==> src/hdl/snt_pkg.sv <==
// ----------------------------------------------------------------------------
// snt_pkg
// Shared types, widths and codes for the sparse net time step block.
// ----------------------------------------------------------------------------
package snt_pkg;

  localparam int unsigned AREA_W = 8;
  localparam int unsigned UID_W  = 14;
  localparam int unsigned VAL_W  = 16;
  localparam int unsigned IDX_W  = 10;
  localparam int unsigned CMD_W  = 3;
  localparam int unsigned UCNT_W = 9;
  localparam int unsigned CCNT_W = 11;
  localparam int unsigned CFG_W  = 11;
  localparam int unsigned CNT_W  = 17;
  localparam int unsigned ACC_W  = 32;

  localparam int unsigned DEF_MAX_UNITS = 256;
  localparam int unsigned DEF_MAX_CONNS = 1024;
  localparam int unsigned DEF_FRAC_BITS = 12;

  // command codes on the input channel
  localparam logic [CMD_W-1:0] CMD_LOAD_UNIT = 3'd0;
  localparam logic [CMD_W-1:0] CMD_LOAD_CONN = 3'd1;
  localparam logic [CMD_W-1:0] CMD_SET_ACT   = 3'd2;
  localparam logic [CMD_W-1:0] CMD_STEP      = 3'd3;
  localparam logic [CMD_W-1:0] CMD_READ_ACT  = 3'd4;

  // configuration register indexes
  localparam logic REG_UNIT_COUNT = 1'b0;
  localparam logic REG_CONN_COUNT = 1'b1;

  // classified operation handed to the back end
  typedef enum logic [2:0] {
    OP_NONE      = 3'd0,
    OP_LOAD_UNIT = 3'd1,
    OP_LOAD_CONN = 3'd2,
    OP_SET_ACT   = 3'd3,
    OP_STEP      = 3'd4,
    OP_READ_ACT  = 3'd5
  } op_e;

  typedef struct packed {
    op_e                     op;
    logic [IDX_W-1:0]        addr;
    logic [AREA_W-1:0]       area_a;
    logic [UID_W-1:0]        unit_a;
    logic [AREA_W-1:0]       area_b;
    logic [UID_W-1:0]        unit_b;
    logic signed [VAL_W-1:0] value;
    logic                    status;
  } qent_t;

  typedef struct packed {
    logic [AREA_W-1:0]       src_area;
    logic [UID_W-1:0]        src_unit;
    logic [AREA_W-1:0]       dst_area;
    logic [UID_W-1:0]        dst_unit;
    logic signed [VAL_W-1:0] weight;
  } conn_t;

endpackage

==> src/hdl/snt_front.sv <==
// ----------------------------------------------------------------------------
// snt_front
// Accepts command transactions, checks the index against the counts in use,
// and holds them in a two-entry queue for the back end.
// ----------------------------------------------------------------------------
module snt_front #(
  parameter int unsigned UCW = 9,
  parameter int unsigned CCW = 11
) (
  input  logic                          clk_i,
  input  logic                          rst_ni,
  input  logic                          in_valid_i,
  output logic                          in_ready_o,
  input  logic [snt_pkg::CMD_W-1:0]     cmd_i,
  input  logic [snt_pkg::IDX_W-1:0]     index_i,
  input  logic [snt_pkg::AREA_W-1:0]    area_a_i,
  input  logic [snt_pkg::UID_W-1:0]     unit_a_i,
  input  logic [snt_pkg::AREA_W-1:0]    area_b_i,
  input  logic [snt_pkg::UID_W-1:0]     unit_b_i,
  input  logic signed [snt_pkg::VAL_W-1:0] value_i,
  input  logic [UCW-1:0]                units_used_i,
  input  logic [CCW-1:0]                conns_used_i,
  output logic                          q_valid_o,
  output snt_pkg::qent_t                q_ent_o,
  input  logic                          q_pop_i
);
  import snt_pkg::*;

  qent_t      q_mem [2];
  qent_t      ent;
  logic       wp_q, rp_q;
  logic [1:0] cnt_q;
  logic       unit_ok, conn_ok, push;

  // index range checks
  assign unit_ok = CNT_W'(index_i) < CNT_W'(units_used_i);
  assign conn_ok = CNT_W'(index_i) < CNT_W'(conns_used_i);

  // classify the command
  always_comb begin
    ent        = '0;
    ent.addr   = index_i;
    ent.area_a = area_a_i;
    ent.unit_a = unit_a_i;
    ent.area_b = area_b_i;
    ent.unit_b = unit_b_i;
    ent.value  = value_i;
    ent.op     = OP_NONE;
    ent.status = 1'b0;
    case (cmd_i)
      CMD_LOAD_UNIT: begin
        if (unit_ok) ent.op = OP_LOAD_UNIT;
        else ent.status = 1'b1;
      end
      CMD_LOAD_CONN: begin
        if (conn_ok) ent.op = OP_LOAD_CONN;
        else ent.status = 1'b1;
      end
      CMD_SET_ACT: begin
        if (unit_ok) ent.op = OP_SET_ACT;
        else ent.status = 1'b1;
      end
      CMD_STEP: ent.op = OP_STEP;
      CMD_READ_ACT: begin
        if (unit_ok) ent.op = OP_READ_ACT;
        else ent.status = 1'b1;
      end
      default: ent.op = OP_NONE;
    endcase
  end

  assign in_ready_o = (cnt_q != 2'd2);
  assign push       = in_valid_i && in_ready_o;
  assign q_valid_o  = (cnt_q != 2'd0);
  assign q_ent_o    = q_mem[rp_q];

  // queue storage
  always_ff @(posedge clk_i) begin
    if (push) q_mem[wp_q] <= ent;
  end

  // queue pointers
  always_ff @(posedge clk_i or negedge rst_ni) begin
    if (!rst_ni) begin
      wp_q  <= 1'b0;
      rp_q  <= 1'b0;
      cnt_q <= 2'd0;
    end else begin
      if (push) wp_q <= ~wp_q;
      if (q_pop_i) rp_q <= ~rp_q;
      cnt_q <= cnt_q + {1'b0, push} - {1'b0, q_pop_i};
    end
  end

endmodule

==> config.mk <==
export PLATFORM = sky130hd
export DESIGN_NAME = snt_front
export DESIGN_NICKNAME = d
export VERILOG_FILES = /design/src/hdl/snt_pkg.sv /design/src/hdl/snt_front.sv
export SDC_FILE = /design/constraint.sdc
export NUM_CORES = 1
export LEC_CHECK = 0
export BUFFER_PORTS_ARGS = -buffer_cell sky130_fd_sc_hd__buf_2
export CORE_ASPECT_RATIO = 1.1
export CORE_UTILIZATION = 50
export CTS_CLUSTER_SIZE = 24
export DETAILED_ROUTE_END_ITERATION = 8
export PLACE_DENSITY = 0.76
export REMOVE_ABC_BUFFERS = 1
export SETUP_SLACK_MARGIN = 0.02
export SYNTH_ARGS = -nofsm -noshare
export SYNTH_HDL_FRONTEND = slang
export SYNTH_SLANG_ARGS = --single-unit
==> constraint.sdc <==
create_clock -name clk_i -period 11.3 [get_ports clk_i]
set_input_delay 2.26 -clock clk_i [delete_from_list [all_inputs] [get_ports clk_i]]
set_output_delay 2.26 -clock clk_i [all_outputs]
set_load 0.03 [all_outputs]
Word level (Yosys, flattened, before mapping)
Memories as Yosys holds them, arrays and structs flattened.
Index checks and enable logic that the tools add are counted.
Widths: inputs -> output; s select.
{"block": "op_classes", "n_reduce_logical": 4, "n_addsub": 2, "eq_ne": 5, "order_cmp": 2, "muxes": 10, "bitwise_logic": 2, "n_shift": 0, "n_div": 0, "multipliers": 0}
{"operator": "$pmux 3 s5", "count": 1}
{"operator": "$lt 10x11->1", "count": 1}
{"operator": "$lt 10x9->1", "count": 1}
{"operator": "$eq 3x2->1 const B", "count": 2}
{"operator": "$mux 1", "count": 5}
{"operator": "$mux 2", "count": 2}
{"operator": "$eq 3x1->1 const B", "count": 1}
{"operator": "$eq 3x3->1 const B", "count": 1}
{"operator": "$logic_not 3->1", "count": 1}
{"operator": "$mux 3", "count": 1}
{"operator": "$reduce_or 3->1", "count": 1}
{"operator": "$add 2x1->2", "count": 1}
{"operator": "$ne 2x2->1 const B", "count": 1}
{"operator": "$not 1->1", "count": 2}
{"operator": "$pmux 1 s2", "count": 1}
{"operator": "$reduce_bool 2->1", "count": 1}
{"operator": "$sub 2x1->2", "count": 1}
{"operator": "$logic_and 1x1->1", "count": 1}
{"block": "word_totals", "word_cells": 29, "rom_bits": 0, "latchBits": 0, "out_inout_bits": 76, "mem_bits_rw": 148, "mem_count": 1, "input_bits": 97, "register_bits": 4}
{"name": "q_mem", "words": 2, "width": 74, "read_ports": 1, "rd_ports_with_merged_regs": 0, "wr": 1, "line_no": "snt_front.sv:29", "source": "qent_t q_mem [2];"}

Logic depth before layout (Yosys ltp)
Gate-level depths: netlist (run 1).
{"block": "logic_depth", "ltp_word": 4, "ltp_mapped": 7, "ltp_nobuf": 7}

Worst setup path after synthesis (run 1)
Ideal clock, no wire load.
{"block": "synth_path", "path_type": "input-to-reg", "from": "input port in_valid_i", "to": "memory q_mem[0][0] (netlist name) (enable)", "arrival_time_ps": 5455, "path_stages": 2, "t_required_ps": 10793, "path_buffers": 0, "setup_slack_ps": 5338, "cell_sequence": "nand2_1 > nor2_1"}
{"block": "synth_via", "elab_chain_cells": 3}
{"item": "start: declaration", "line_no": "snt_front.sv:12", "source": "input logic in_valid_i,"}
{"item": "$logic_and 1x1->1", "line_no": "snt_front.sv:73", "source": "assign push = in_valid_i && in_ready_o;"}
{"item": "$mux 1", "line_no": "snt_front.sv:79", "source": "if (push) q_mem[wp_q] <= ent;"}
{"item": "$mux 1 (not written as such)", "line_no": "snt_front.sv:79"}
{"item": "end: declaration", "line_no": "snt_front.sv:29"}
Every way passes these cells.

==> results of run 1 <==
==> routing by layer <==
layer,global-route usage [%],vias up
met4,5.48,0
li1,-,1600
met3,4.82,6
met1,20.6,1608
met5,0,-
met2,28.7,128
==> cell families (layout without fill, tap and decap cells) <==
family	after synthesis	count (layout)	synth area share [%]
flops	152	152	75.6
compound gates	20	20	2.50
buf+inv	27	223	1.83
simple gates	19	19	1.71
xor+xnor	4	4	0.583
fa+ha+maj	19	19	3.95
mux	74	74	13.9
==> power breakdown <==
part / internal [mW] / switching (mW)
Clock: 0.372 / 0.214
Combinational: 0.240 / 0.421
Sequential: 0.775 / 0.0806
Total: 1.39 / 0.716
==> flip-flops by register name, summed over array words and instances (netlist names) <==
register	cells
q_mem	148
cnt_q	2
rp_q	1
wp_q	1
==> through the flow <==
stage	util, %	std cells	instance area (um2)
finish	66.2	661	7670
global route	66.2	661	7670
CTS	66.2	661	7670
detailed placement	60.8	630	7050
global placement	60.8	630	7050
floorplan	-	307	5970
==> worst max-delay path: cells and delay by family (launching register included) <==
kind | cells | cell delay (ns)
mux | 1 | 0.44
flops | 1 | 1.05
buf+inv | 1 | 0.18
==> worst paths after layout <==
path                           from           to  slack (ns)  depth (start not counted)
setup / recovery               rp_q  q_ent_o[15]        6.90                          2
hold / removal             cnt_q[1]     cnt_q[1]        0.49                          1
setup reg to reg           cnt_q[0]  q_mem[0][6]        9.37                          4
hold reg to reg            cnt_q[1]     cnt_q[1]        0.49                          1
max in group asynchronous    rst_ni         rp_q        9.49                          1
min in group asynchronous    rst_ni     cnt_q[1]        1.66                          1
==> synth_stat cells (2+ instances only) <==
cell type  count
a21o_1         4
edfxtp_1     148
nand3_1        2
nand2_1        6
nor2_1         2
buf_2          7
ha_1          19
dfrtp_1        4
inv_1         19
xnor2_1        3
mux2_2        74
nand2b_1       3
a211oi_1       2
a21oi_1        5
==> layout make-up <==
class	instances	share of cell area, %
sequential	152	59.3
multi-input combinational	136	17.9
timing repair buffer	173	11.3
clock buffer	18	5.59
clock inverter	13	2.56
tap	150	2.45
inverter	19	0.930
==> results.toml, run 1 <==
[die]
start_util_pct = 51.9
ioPinCount = 173
fp.dieW_um = 107
die_y_um = 117
die-area_um2 = 12500
rows = 41
core_area_um2 = 11600

[finish]
fin_nets = 615
final_cell_mix = "buf_2 (172), edfxtp_1 (148), mux2_2 (74)"
multi_input_area_um2 = 1370
areaGrowthSynthToFinish_pct = 27.6
layout_commonest_cell = "buf_2"
drive_gt1_share_pct = 55.2
nFillCells = 827
ff_latch_area_um2 = 4550
diodes = 0

[clock_tree]
cts_resized = 0
cts_buffers = 17
clk_latency_ns = 0.40
ctsHoldBuffers = 0
clock-root-buffer = "clkbuf_16"
postCtsSetupRepairBufs = 0
cts_tree = "yes"
clk_pin_slew_worst_paths_ns = 0.06
h-tree-depth = 4
clkSinkCount = 152
cts_max_path_buffers = 2

[routing]
vias = 3342
drt-pass1-iter-count = 4
drt_iter0_drc = 195
wl_per_cell_um = 15.7
wl_met3_um = 665
wl_met1_mm = 4.35
met2WireLength_mm = 5.29
maxUsedRoutingLayer = "met4"
drt_wl_total_mm = 10.4
viasPerCell = 5.06
drcViolationCount = 0
ant_nets = 0

[global_routing]
grt_max_degree = 76
grt_usage_pct = 16.7
antenna_found_initial = 0
grt-ovfl-total = 0
grt_pass1_vias = 3212
grt_pass1_wl_mm = 15.6

[outcome]
status = "finished, final reports clean"

[sta]
finalCriticalPeriod_ns = 4.40
timing.hold.ws_ns = 0.491
rsz0062_at_grt = "no"
finalSetupViolCount = 0
setup_tns_ns = 0
max_freq_ghz = 0.227
max-slew-margin-rel_pct = 32.8
tightest_slew_ns = 1.01
fin_ws_ns = 6.90
post-route-period-util_pct = 38.9
hold_viol_final = 0
slew_viol_final = 0
skew_ns = 0.00630

[setup_path]
worst-path-max-fanout = 75
cp_data_required_time_ns = 9.04
crit_chain = "mux2_2 -> buf_2"
slowest_stage = "dfrtp_4"
cp-end-kind = "output port"
crit_path_start_kind = "flip-flop"
cp.arrival_ns = 2.14
slowest_delay_ns = 1.05
critPathKind = "flip-flop to output port"

[power]
powerDensity_nw_per_um2 = 274
ir_worst_vdd_uv = 126
p_leak_nw = 3.05
fin_total_pwr_mw = 2.10

[placement]
portBuffers = 172
dpl_worst_slack_ns = 7.32
routabilityCongestion = 0.764
hpwl_mm = 6.90

[yosys]
synthDistinctLibCells = 31
syn_area_per_cell_um2 = 19.1
synthArstFlopShare_pct = 2.63
yosysWarnings = 0
seq_area_frac_synth_pct = 75.6
netlist_instances = 315
synth_ff_type = "edfxtp_1"
netlist.area_leader.share_pct = 73.9
syn-cell-area_um2 = 6010
ys_ff_latch = 152
synth-edff-count = 148
synth_top_area_cell = "edfxtp_1"
yosys-top-cells-area = "edfxtp_1 (74%), mux2_2 (14%), ha_1 (4.0%), dfrtp_1 (1.7%), inv_1 (1.2%)"

[hold_path]
hp-class = "flip-flop to flip-flop"

[job]
drv_cap = 0
(Power assumes the default switching activity.)
==> inputs of run 2 (changes only) <==
--- a/config.mk
+++ b/config.mk
@@ -5,6 +5,7 @@
 export SDC_FILE = /design/constraint.sdc
 export NUM_CORES = 1
 export LEC_CHECK = 0
+export ABC_AREA = 1
 export BUFFER_PORTS_ARGS = -buffer_cell sky130_fd_sc_hd__buf_2
 export CORE_ASPECT_RATIO = 1.1
 export CORE_UTILIZATION = 50
==> constraint.sdc (replaced) <==
create_clock -name clk_i -period 4.3 [get_ports clk_i]
set_input_delay 0.86 -clock clk_i [delete_from_list [all_inputs] [get_ports clk_i]]
set_output_delay 0.86 -clock clk_i [all_outputs]
set_load 0.03 [all_outputs]
==> run 2 against run 1 <==
Final area is 4.4% higher. Sequential power grew to 2.5 times the previous value. Synthesized cell count is 14% higher. Sequential share of layout area is 2.5 points lower. Critical endpoint is now q_ent_o[5].
==> results.toml, run 2 <==
[outcome]
status = "finished, final reports clean"

[sta]
hold_viol_final = 0
slew_viol_final = 0
finalSetupViolCount = 0
tightest_slew_ns = 1.03
fin_ws_ns = 1.28
post-route-period-util_pct = 70.2
skew_ns = 0.00675
max-slew-margin-rel_pct = 31.2
setup_tns_ns = 0
rsz0062_at_grt = "no"
max_freq_ghz = 0.331
finalCriticalPeriod_ns = 3.02

[power]
fin_total_pwr_mw = 5.80
powerDensity_nw_per_um2 = 723
ir_worst_vdd_uv = 776
p_leak_nw = 3.44

[placement]
routabilityCongestion = 0.826
dpl_worst_slack_ns = 1.71
portBuffers = 172
numPlacedInstances = 681
hpwl_mm = 7.54

[yosys]
synth_ff_type = "edfxtp_1"
seq_area_frac_synth_pct = 71.9
syn-cell-area_um2 = 6320
netlist.area_leader.share_pct = 70.3
synthArstFlopShare_pct = 2.63
ys_top_cells_by_count = "edfxtp_1 (148), mux2_4 (50), inv_1 (38)"
ys_ff_latch = 152
yosysWarnings = 0
netlist_instances = 359
synthDistinctLibCells = 18
synth_top_area_cell = "edfxtp_1"
synth_most_common_cell = "edfxtp_1"
yosys-top-cells-area = "edfxtp_1 (70%), mux2_4 (12%), mux2_2 (4.3%), ha_1 (3.8%), inv_1 (2.3%)"
synth-edff-count = 148
syn_area_per_cell_um2 = 17.6

[setup_path]
worst-path-max-fanout = 44
crit_path_start_kind = "flip-flop"
critPathKind = "flip-flop to output port"
cp.arrival_ns = 2.16
cp_data_required_time_ns = 3.44
slowest_delay_ns = 0.76
crit_chain = "buf_12 -> mux2_2 -> buf_2"
cp-end-kind = "output port"
slowest_stage = "dfrtp_4"

[routing]
ant_nets = 0
viasPerCell = 4.94
drt_wl_total_mm = 11.0
drt_iter0_drc = 147
drt-pass1-iter-count = 4
vias = 3520
wl_per_cell_um = 15.4
drcViolationCount = 0

[global_routing]
grt_pass1_vias = 3614
grt_pass1_wl_mm = 17.1
grt_usage_pct = 17.7
antenna_found_initial = 0
grt-ovfl-total = 0
grt_max_degree = 76

[clock_tree]
cts_max_path_buffers = 2
postCtsSetupRepairBufs = 0
cts_buffers = 17
clock-root-buffer = "clkbuf_16"
h-tree-depth = 4
ctsHoldBuffers = 0
clk_pin_slew_worst_paths_ns = 0.06
cts_tree = "yes"
clk_latency_ns = 0.41
clkSinkCount = 152
cts_resized = 0

[finish]
reg_top3 = "q_mem (148), cnt_q (2)"
regMostFlops = "q_mem"
largest_reg_flops = 148
fin_nets = 662
final_cells = 713
areaGrowthSynthToFinish_pct = 26.7
layout_commonest_cell = "buf_2"
drive_gt1_share_pct = 50.3
diodes = 0
final_cell_mix = "buf_2 (172), edfxtp_1 (148), mux2_4 (50)"
final_util_pct = 65.7

[die]
core_area_um2 = 12200
fp.dieW_um = 109
rows = 42
start_util_pct = 51.9
die_y_um = 120
ioPinCount = 173
die-area_um2 = 13100

[hold_path]
hp-class = "input port to asynchronous set/reset pin"

[job]
drv_cap = 0
run 2: layer usage:
layer	GRT usage, %	wire length, um
met5	0	0
met4	7.08	133
met3	6.63	917
met2	30.4	5620
met1	19.7	4320
run 2: worst paths after layout:
check	from	end	slack, ns	cells after the start
worst min register to register	cnt_q[0]	cnt_q[0]	0.52	1
worst min-delay path	rst_ni	rp_q	0.25	1
max in group asynchronous	rst_ni	rp_q	3.92	1
worst max-delay path	rp_q	q_ent_o[5]	1.28	3
min in group clk_i	cnt_q[0]	cnt_q[0]	0.52	1
worst max register to register	cnt_q[1]	q_mem[1][20]	2.31	4
run 2: worst max-delay path: cells and delay by family, from the launching register on:
kind / cells / cell delay [ns]
buffers and inverters: 2 / 0.54
DFF: 1 / 0.76
muxes: 1 / 0.38
run 2: cells by family after synthesis:
family                     Yosys count  share of synthesized area, %
adders and majority gates           19                          3.76
DFF                                152                          71.9
buffers and inverters               46                          3.48
muxes                               74                          16.1
xor gates and xnor gates             3                         0.416
AOI/OAI and AO/OA                    7                         0.554
and+or+nand+nor                     58                          3.76
run 2: layout make-up:
class,count,area [um2]
flip-flops and latches,152,4550
fillers,898,4180
multi-input cells,161,1570
repair buffers,176,903
well taps,154,193
clock inverters,7,166
inverters,38,143
clock buffers,25,485
run 2: power by group:
group	switching (mW)	internal, mW
clock network	0.537	1.08
logic	1.22	0.773
registers	0.151	2.03
run 2: per-stage QoR:
| step | hold WS (ns) | instance area [um2] |
|---|---|---|
| 2_1_floorplan | 0.485 | 6240 |
| 3_3_place_gp | 0.505 | 7360 |
| 3_5_place_dp | 0.507 | 7360 |
| 5_1_grt | 0.228 | 8010 |
| 4_1_cts | 0.229 | 8010 |
| 6_report | 0.246 | 8010 |
==> inputs of run 3 (changes only) <==
==> constraint.sdc (replaced) <==
create_clock -name clk_i -period 3 [get_ports clk_i]
set_input_delay 0.6 -clock clk_i [delete_from_list [all_inputs] [get_ports clk_i]]
set_output_delay 0.6 -clock clk_i [all_outputs]
set_load 0.03 [all_outputs]
==> run 3 against run 2 <==
Wire length is 1.1% lower. Die area unchanged. Core utilization fell by 0.10 points. Final area down 0.16%. Register-to-register slack lost 0.99 ns. Largest cell class unchanged. Non-clock buffer count grew 3. Flip-flop and latch count unchanged.
==> results.toml, run 3 (same netlist as run 2, synthesis figures left out) <==
[sta]
setup_tns_ns = 0
hold_viol_final = 0
skew_ns = 0.00564
slew_viol_final = 0
rsz0062_at_grt = "no"
finalCriticalPeriod_ns = 2.54
max-slew-margin-rel_pct = 62.4
post-route-period-util_pct = 84.6
max_freq_ghz = 0.394
fin_ws_ns = 0.463
finalSetupViolCount = 0
tightest_slew_ns = 0.565

[routing]
drt_iter0_drc = 95
vias = 3519
ant_nets = 0
drt-pass1-iter-count = 4
drt_wl_total_mm = 10.9
maxUsedRoutingLayer = "met4"
viasPerCell = 4.91
wl_met3_um = 899
drcViolationCount = 0
wl_per_cell_um = 15.2
met2WireLength_mm = 5.50
wl_met1_mm = 4.23

[finish]
regMostFlops = "q_mem"
final_cell_mix = "buf_2 (172), edfxtp_1 (148), mux2_4 (50)"
layout_commonest_cell = "buf_2"
diodes = 0
final_util_pct = 65.6
fin_nets = 665
largest_reg_flops = 148
reg_top3 = "q_mem (148), cnt_q (2)"
drive_gt1_share_pct = 50.7
areaGrowthSynthToFinish_pct = 26.5
final_cells = 716

[setup_path]
r2r-end = "q_mem[0][20]"
slowest_stage = "dfrtp_4"
worst-path-stages = 3
ff2ff_path_depth = 4
crit_chain = "buf_12 -> mux2_2 -> buf_2"
cp.arrival_ns = 1.94
critPathKind = "flip-flop to output port"
crit_path_start_kind = "flip-flop"
worst-path-max-fanout = 31
cp-end-kind = "output port"
ff2ff_setup_slack_ns = 1.32
cp_data_required_time_ns = 2.40
path_buf_inv = 2
cp_top_family = "flip-flops"
slowest_delay_ns = 0.66
timing.rr.start = "cnt_q[1]"

[die]
start_util_pct = 51.9
rows = 42
die-area_um2 = 13100
fp.dieW_um = 109
core_area_um2 = 12200
ioPinCount = 173
die_y_um = 120

[clock_tree]
cts_max_path_buffers = 2
cts_resized = 0
clk_pin_slew_worst_paths_ns = 0.06
cts_tree = "yes"
clkSinkCount = 152
clk_latency_ns = 0.41
cts_buffers = 17
postCtsSetupRepairBufs = 0
h-tree-depth = 4
clock-root-buffer = "clkbuf_16"
ctsHoldBuffers = 1

[placement]
portBuffers = 172
dpl_worst_slack_ns = 0.889
routabilityCongestion = 0.832
hpwl_mm = 7.74
numPlacedInstances = 683

[power]
ir_worst_vdd_uv = 566
fin_total_pwr_mw = 8.14
p_leak_nw = 3.44
p_sw_share_pct = 34.2
p_sw_mw = 2.78
powerDensity_nw_per_um2 = 1020
p_seq_share_pct = 38.0
p_int_mw = 5.36
p_comb_share_pct = 35.9
clockPowerShare_pct = 26.1

[global_routing]
grt_pass1_vias = 3623
grt_pass1_wl_mm = 17.1
grt_max_degree = 43
grt_usage_pct = 17.8
antenna_found_initial = 0
grt-ovfl-total = 0

[job]
drv_cap = 0

[hold_path]
hp-class = "input port to flip-flop"
holdPathEnd = "q_mem[0][24]"
holdCritStartpoint = "unit_b_i[7]"
holdPathStages = 1

[outcome]
status = "finished, final reports clean"
-- run 3: worst max path at each step --
stage | start | to
detailed placement | rp_q | q_ent_o[2]
global route | rp_q | q_ent_o[10]
floorplan | cnt_q[1] | q_mem[1][0]
finish | rp_q | q_ent_o[2]
CTS | rp_q | q_ent_o[2]
global placement | rp_q | q_ent_o[2]
-- run 3: through the flow --
stage / hold WS (ns) / instance area, um2
global placement: 0.406 / 7390
floorplan: 0.304 / 6240
detailed placement: 0.413 / 7390
global route: 0.358 / 8000
CTS: 0.353 / 8000
finish: 0.378 / 8000
-- run 3: area by class of cell --
class | count | area, um2
clock inverters | 14 | 173
clock buffers | 18 | 429
multi-input cells | 161 | 1570
repair buffers | 179 | 941
flip-flops and latches | 152 | 4550
well taps | 154 | 193
inverters | 38 | 143
fillers | 865 | 4190
-- run 3: per-layer routing --
layer / track usage, % / up-vias
met5: 0 / -
met4: 8.00 / 0
met3: 6.41 / 21
met2: 30.0 / 147
met1: 20.1 / 1654
li1: - / 1697
-- run 3: power groups by stage --
stage | clock network, mW | registers [mW] | logic [mW]
final | 2.12 | 3.09 | 2.92
after global routing | 2.26 | 3.14 | 3.12
after detailed placement | 0 | 3.14 | 2.96
after floorplan | 0 | 3.26 | 2.14
after CTS | 2.18 | 3.10 | 2.97
after global placement | 0 | 3.11 | 2.92
